<file path="src/design/wrapped_trigger_counter_expander_core_macros.svh">
// Assertion macros shared by the trigger counter expander RTL.
// Included by files that carry concurrent checks; expects a clk and rst in scope.
`ifndef WRAPPED_TRIGGER_COUNTER_EXPANDER_CORE_MACROS_SVH
`define WRAPPED_TRIGGER_COUNTER_EXPANDER_CORE_MACROS_SVH
// Property that must hold in the same cycle.
`define TWCE_ASSERT(lbl, cond, msg) \
  lbl: assert property (@(posedge clk) disable iff (rst) (cond)) else $error(msg);
// Implication: the consequent must hold in the cycle after the antecedent.
`define TWCE_ASSERT_NEXT(lbl, ante, cons, msg) \
  lbl: assert property (@(posedge clk) disable iff (rst) (ante) |=> (cons)) else $error(msg);
`endif

</file>
<file path="src/design/twce_pkg.sv">
// Package for the trigger counter expander: codes, history entry type, constants.
// No dependencies.
`timescale 1ns / 1ps
`default_nettype none
package twce_pkg;
  localparam int HIST_DEPTH = 64;
  localparam int HIST_MIN = 64;
  localparam int FILL_W = $clog2(HIST_DEPTH + 1);
  localparam int IDX_W = $clog2(HIST_DEPTH);
  localparam int CFG_IDX_W = 1;
  localparam int CFG_DATA_W = 48;
  localparam int IN_DATA_W = 152;
  localparam int OUT_DATA_W = 184;

  localparam logic [CFG_IDX_W-1:0] REG_REORDER_WINDOW = 1'd0;
  localparam logic [CFG_IDX_W-1:0] REG_IDLE_TIMEOUT = 1'd1;

  localparam logic [1:0] OP_OBSERVE = 2'd0;
  localparam logic [1:0] OP_CONFIRM = 2'd1;
  localparam logic [1:0] OP_CLOSE = 2'd2;

  localparam logic [2:0] OUT_IN_ORDER = 3'd0;
  localparam logic [2:0] OUT_DUPLICATE = 3'd1;
  localparam logic [2:0] OUT_LATE_ACC = 3'd2;
  localparam logic [2:0] OUT_LATE_REJ = 3'd3;
  localparam logic [2:0] OUT_DONE = 3'd4;

  localparam logic [1:0] CONF_RELATIVE = 2'd0;
  localparam logic [1:0] CONF_UNKNOWN = 2'd1;
  localparam logic [1:0] CONF_CONFIRMED = 2'd2;

  localparam logic [1:0] RSN_NONE = 2'd0;
  localparam logic [1:0] RSN_IDLE = 2'd1;
  localparam logic [1:0] RSN_RESET = 2'd2;
  localparam logic [1:0] RSN_HALF = 2'd3;

  typedef struct packed {
    logic [15:0] wval;
    logic [63:0] pos;
  } entry_t;

  typedef struct packed {
    logic push;
    logic rot;
  } chain_ctrl_t;

  function automatic logic [FILL_W-1:0] hist_limit(input logic [4:0] win);
    logic [4:0] ew;
    logic [FILL_W-1:0] l;
    ew = (win == 5'd0) ? 5'd1 : win;
    l = FILL_W'({ew, 2'b00});
    if (l < FILL_W'(HIST_MIN)) l = FILL_W'(HIST_MIN);
    if (l > FILL_W'(HIST_DEPTH)) l = FILL_W'(HIST_DEPTH);
    return l;
  endfunction
endpackage
`default_nettype wire

</file>
<file path="src/design/twce_cell.sv">
// One history cell: holds a wire/position pair, shifts toward older on push
// and rotates toward the head during a search. Depends on twce_pkg.
`timescale 1ns / 1ps
`default_nettype none
module twce_cell (
  input  wire logic                 clk,
  input  wire twce_pkg::chain_ctrl_t ctrl,
  input  wire twce_pkg::entry_t     push_in,
  input  wire twce_pkg::entry_t     rot_in,
  output twce_pkg::entry_t          q
);
  import twce_pkg::*;

  always_ff @(posedge clk) begin
    if (ctrl.push) begin
      q <= push_in;
    end else if (ctrl.rot) begin
      q <= rot_in;
    end
  end
endmodule
`default_nettype wire
</file>
<file path="config.mk">
export PLATFORM = sky130hd
export DESIGN_NAME = twce_cell
export DESIGN_NICKNAME = d
export VERILOG_FILES = /design/src/design/wrapped_trigger_counter_expander_core_macros.svh /design/src/design/twce_pkg.sv /design/src/design/twce_cell.sv
export SDC_FILE = /design/constraint.sdc
export NUM_CORES = 1
export LEC_CHECK = 0
export BUFFER_PORTS_ARGS = -buffer_cell sky130_fd_sc_hd__buf_2
export CELL_PAD_IN_SITES_DETAIL_PLACEMENT = 0
export CELL_PAD_IN_SITES_GLOBAL_PLACEMENT = 1
export CORE_MARGIN = 8
export CORE_UTILIZATION = 33
export CTS_CLUSTER_SIZE = 24
export DETAILED_ROUTE_END_ITERATION = 10
export GPL_TIMING_DRIVEN = 1
export PLACE_DENSITY_LB_ADDON = 0.05
export SLEW_MARGIN = 20
export SYNTH_ARGS = -nofsm -noshare
export SYNTH_HDL_FRONTEND = slang
export SYNTH_SLANG_ARGS = --single-unit
</file>
<file path="constraint.sdc">
create_clock -name clk -period 3.2 [get_ports clk]
set_input_delay 0.32 -clock clk [delete_from_list [all_inputs] [get_ports clk]]
set_output_delay 0.32 -clock clk [all_outputs]
set_load 0.01 [all_outputs]
</file>
==> flow_metrics.py <==
metrics = {
    "clocking": {
        "cts.clk_slew.worst_paths_ps": 60,
        "cts_tree": "done",
        "post_cts_buffers": 0,
        "cts_sinks": 80,
        "cts_resized": 0,
        "numCtsBuffers": 9,
        "hold_buffers": 0,
        "ctsHtreeMaxLevel": 3,
        "clockBufferDepth": 2,
        "clockRootBuffer": "clkbuf_16",
    },
    "timing": {
        "fin_crit_ps": 1350,
        "fin_tns_setup_ps": 0,
        "final_max_slew_viol_count": 0,
        "rsz0062_at_grt": "false",
        "finalSetupViolCount": 0,
        "post-route-period-util_pct": 42.2,
        "max_slew_margin_pct": 47.1,
        "worst_pin_slew_ps": 794,
        "hold_viol": 0,
        "fmax_mhz": 741,
        "whs_ps": 289,
    },
    "synth": {
        "synth-seq-cells": 80,
        "syn-num-nets": 333,
        "ys_warn_count": 0,
        "netlist_instances": 170,
        "synth-seq-area-share_pct": 63.6,
        "synth_cell_types": 6,
        "syn_area_um2": 3780,
        "synth.avg_cell_area_um2": 22.2,
    },
    "floorplan": {
        "core_um2": 11300,
        "fp.dieW_um": 123,
        "die_area_um2": 15100,
        "initial_core_util_pct": 33.5,
        "num_io_pins": 243,
        "die_h_um": 123,
        "row_count": 39,
    },
    "layout": {
        "drive_above_1_share_pct": 80.1,
        "area_delta_synth_final_pct": 40.7,
        "reg_top3": "q (80)",
        "n_antenna_cell": 0,
        "regMostFlops": "q",
        "nNetsFinal": 580,
        "largest_reg_flops": 80,
    },
    "critical_path": {
        "cp_max_fo": 43,
        "arrival_ps": 1420,
        "cp-end-kind": "flip-flop",
        "crit_type": "in2reg",
        "crit_required_ps": 3280,
        "critPathLaunchType": "primary input",
    },
    "flow_run": {
        "maxCapViolations": 0,
    },
    "routing": {
        "via_per_inst": 4.33,
        "vias": 2447,
        "drt_iter0_drc": 78,
        "drt_first_pass_iters": 4,
        "route.detailed.drc": 0,
        "ant_nets": 0,
        "wire_per_inst_um": 17.9,
        "wirelength_um": 10100,
    },
    "global_routing": {
        "track_usage_pct": 12.9,
        "overflow": 0,
        "grt_max_degree": 81,
        "grt_pass1_wl_um": 14600,
        "antenna_found_initial": 0,
        "first_global_vias": 2732,
    },
    "hold_path": {
        "hp-class": "in2reg",
        "hp-start": "push_in[29]",
        "min_to": "q[29]$_DFFE_PP_",
        "hold_depth": 2,
    },
    "placed_design": {
        "place_congestion": 0.703,
        "port_buffers": 242,
        "dp_hpwl_um": 8100,
    },
    "power": {
        "power.total_mw": 2.75,
        "p_leak_nw": 2.58,
        "vdd_drop_max_mv": 0.231,
        "power_density_nw_per_um2": 518,
    },
    "run_status": {
        "status": "complete, no violations",
    },
}
[cells in the final DEF (no fill, tap or decap)]
cell type  instances
buf_12             1
buf_2            241
buf_4              3
bufinv_16          1
clkbuf_1           2
clkbuf_16          9
clkinv_1           2
clkinv_2           2
edfxtp_1          80
mux2_2             1
mux2_4            79
or2_4              1
[through the flow]
| step | cell area [um^2] | std cells | util [%] | setup slack (ps) |
|---|---|---|---|---|
| 2_1_floorplan | 3780 | 170 | - | 310 |
| 3_3_place_gp | 5020 | 548 | 44.5 | 1480 |
| 3_5_place_dp | 5020 | 548 | 44.5 | 1470 |
| 4_1_cts | 5300 | 564 | 47.0 | 1830 |
| 5_1_grt | 5320 | 565 | 47.2 | 1810 |
| 6_report | 5320 | 565 | 47.2 | 1850 |
[cell type report]
class	instances	area, um^2
sequential	80	2400
multi-input combinational	81	1210
tap	143	179
clock inverter	5	47.5
fill	1062	5960
timing repair buffer	245	1250
clock buffer	11	233
[critical path: stages]
cell and delay [ps]:
buf_4 100, buf_4 610, mux2_4 350
[worst max path at each step]
stage	from	to	slack (ps)	depth (start not counted)
finish	ctrl[1]	q[58]$_DFFE_PP_	1850	3
CTS	ctrl[1]	q[19]$_DFFE_PP_	1830	2
global route	ctrl[1]	q[60]$_DFFE_PP_	1810	3
global placement	ctrl[1]	q[2]$_DFFE_PP_	1480	2
detailed placement	ctrl[1]	q[26]$_DFFE_PP_	1470	2
floorplan	ctrl[1]	q[0]$_DFFE_PP_	310	3
[synthesized netlist by cell type]
cell type | count | share of area (%)
buf_12 | 8 | 4.2
edfxtp_1 | 80 | 64
mux2_2 | 1 | 0.30
mux2_4 | 79 | 31
or2_1 | 1 | 0.17
buf_6 | 1 | 0.30
[kinds of logic (layout without fill, tap and decap cells)]
logic type	after synthesis	count (layout)	synth area share (%)
multiplexers	80	80	31.7
flip-flops	80	80	63.6
buffers and inverters	9	261	4.54
AND/OR/NAND/NOR	1	1	0.166
[routing by layer]
metal  GRT usage, %  wire, um  part of all wire (%)  up-vias
li1               -         -                     -     1163
met1           13.0      3580                    35     1125
met2           22.6      5180                    51      144
met3           5.21      1130                    11       15
met4           7.07       239                   2.4        0
met5              0         0                     0        -
[power by group]
group / leakage, nW / internal, mW / switching [mW]
Clock: 0.138 / 0.596 / 0.373
Sequential: 0.815 / 1.29 / 0.0239
Combinational: 1.63 / 0.265 / 0.208
Total: 2.58 / 2.15 / 0.604
No activity file was read; power rests on OpenSTA's default activity.
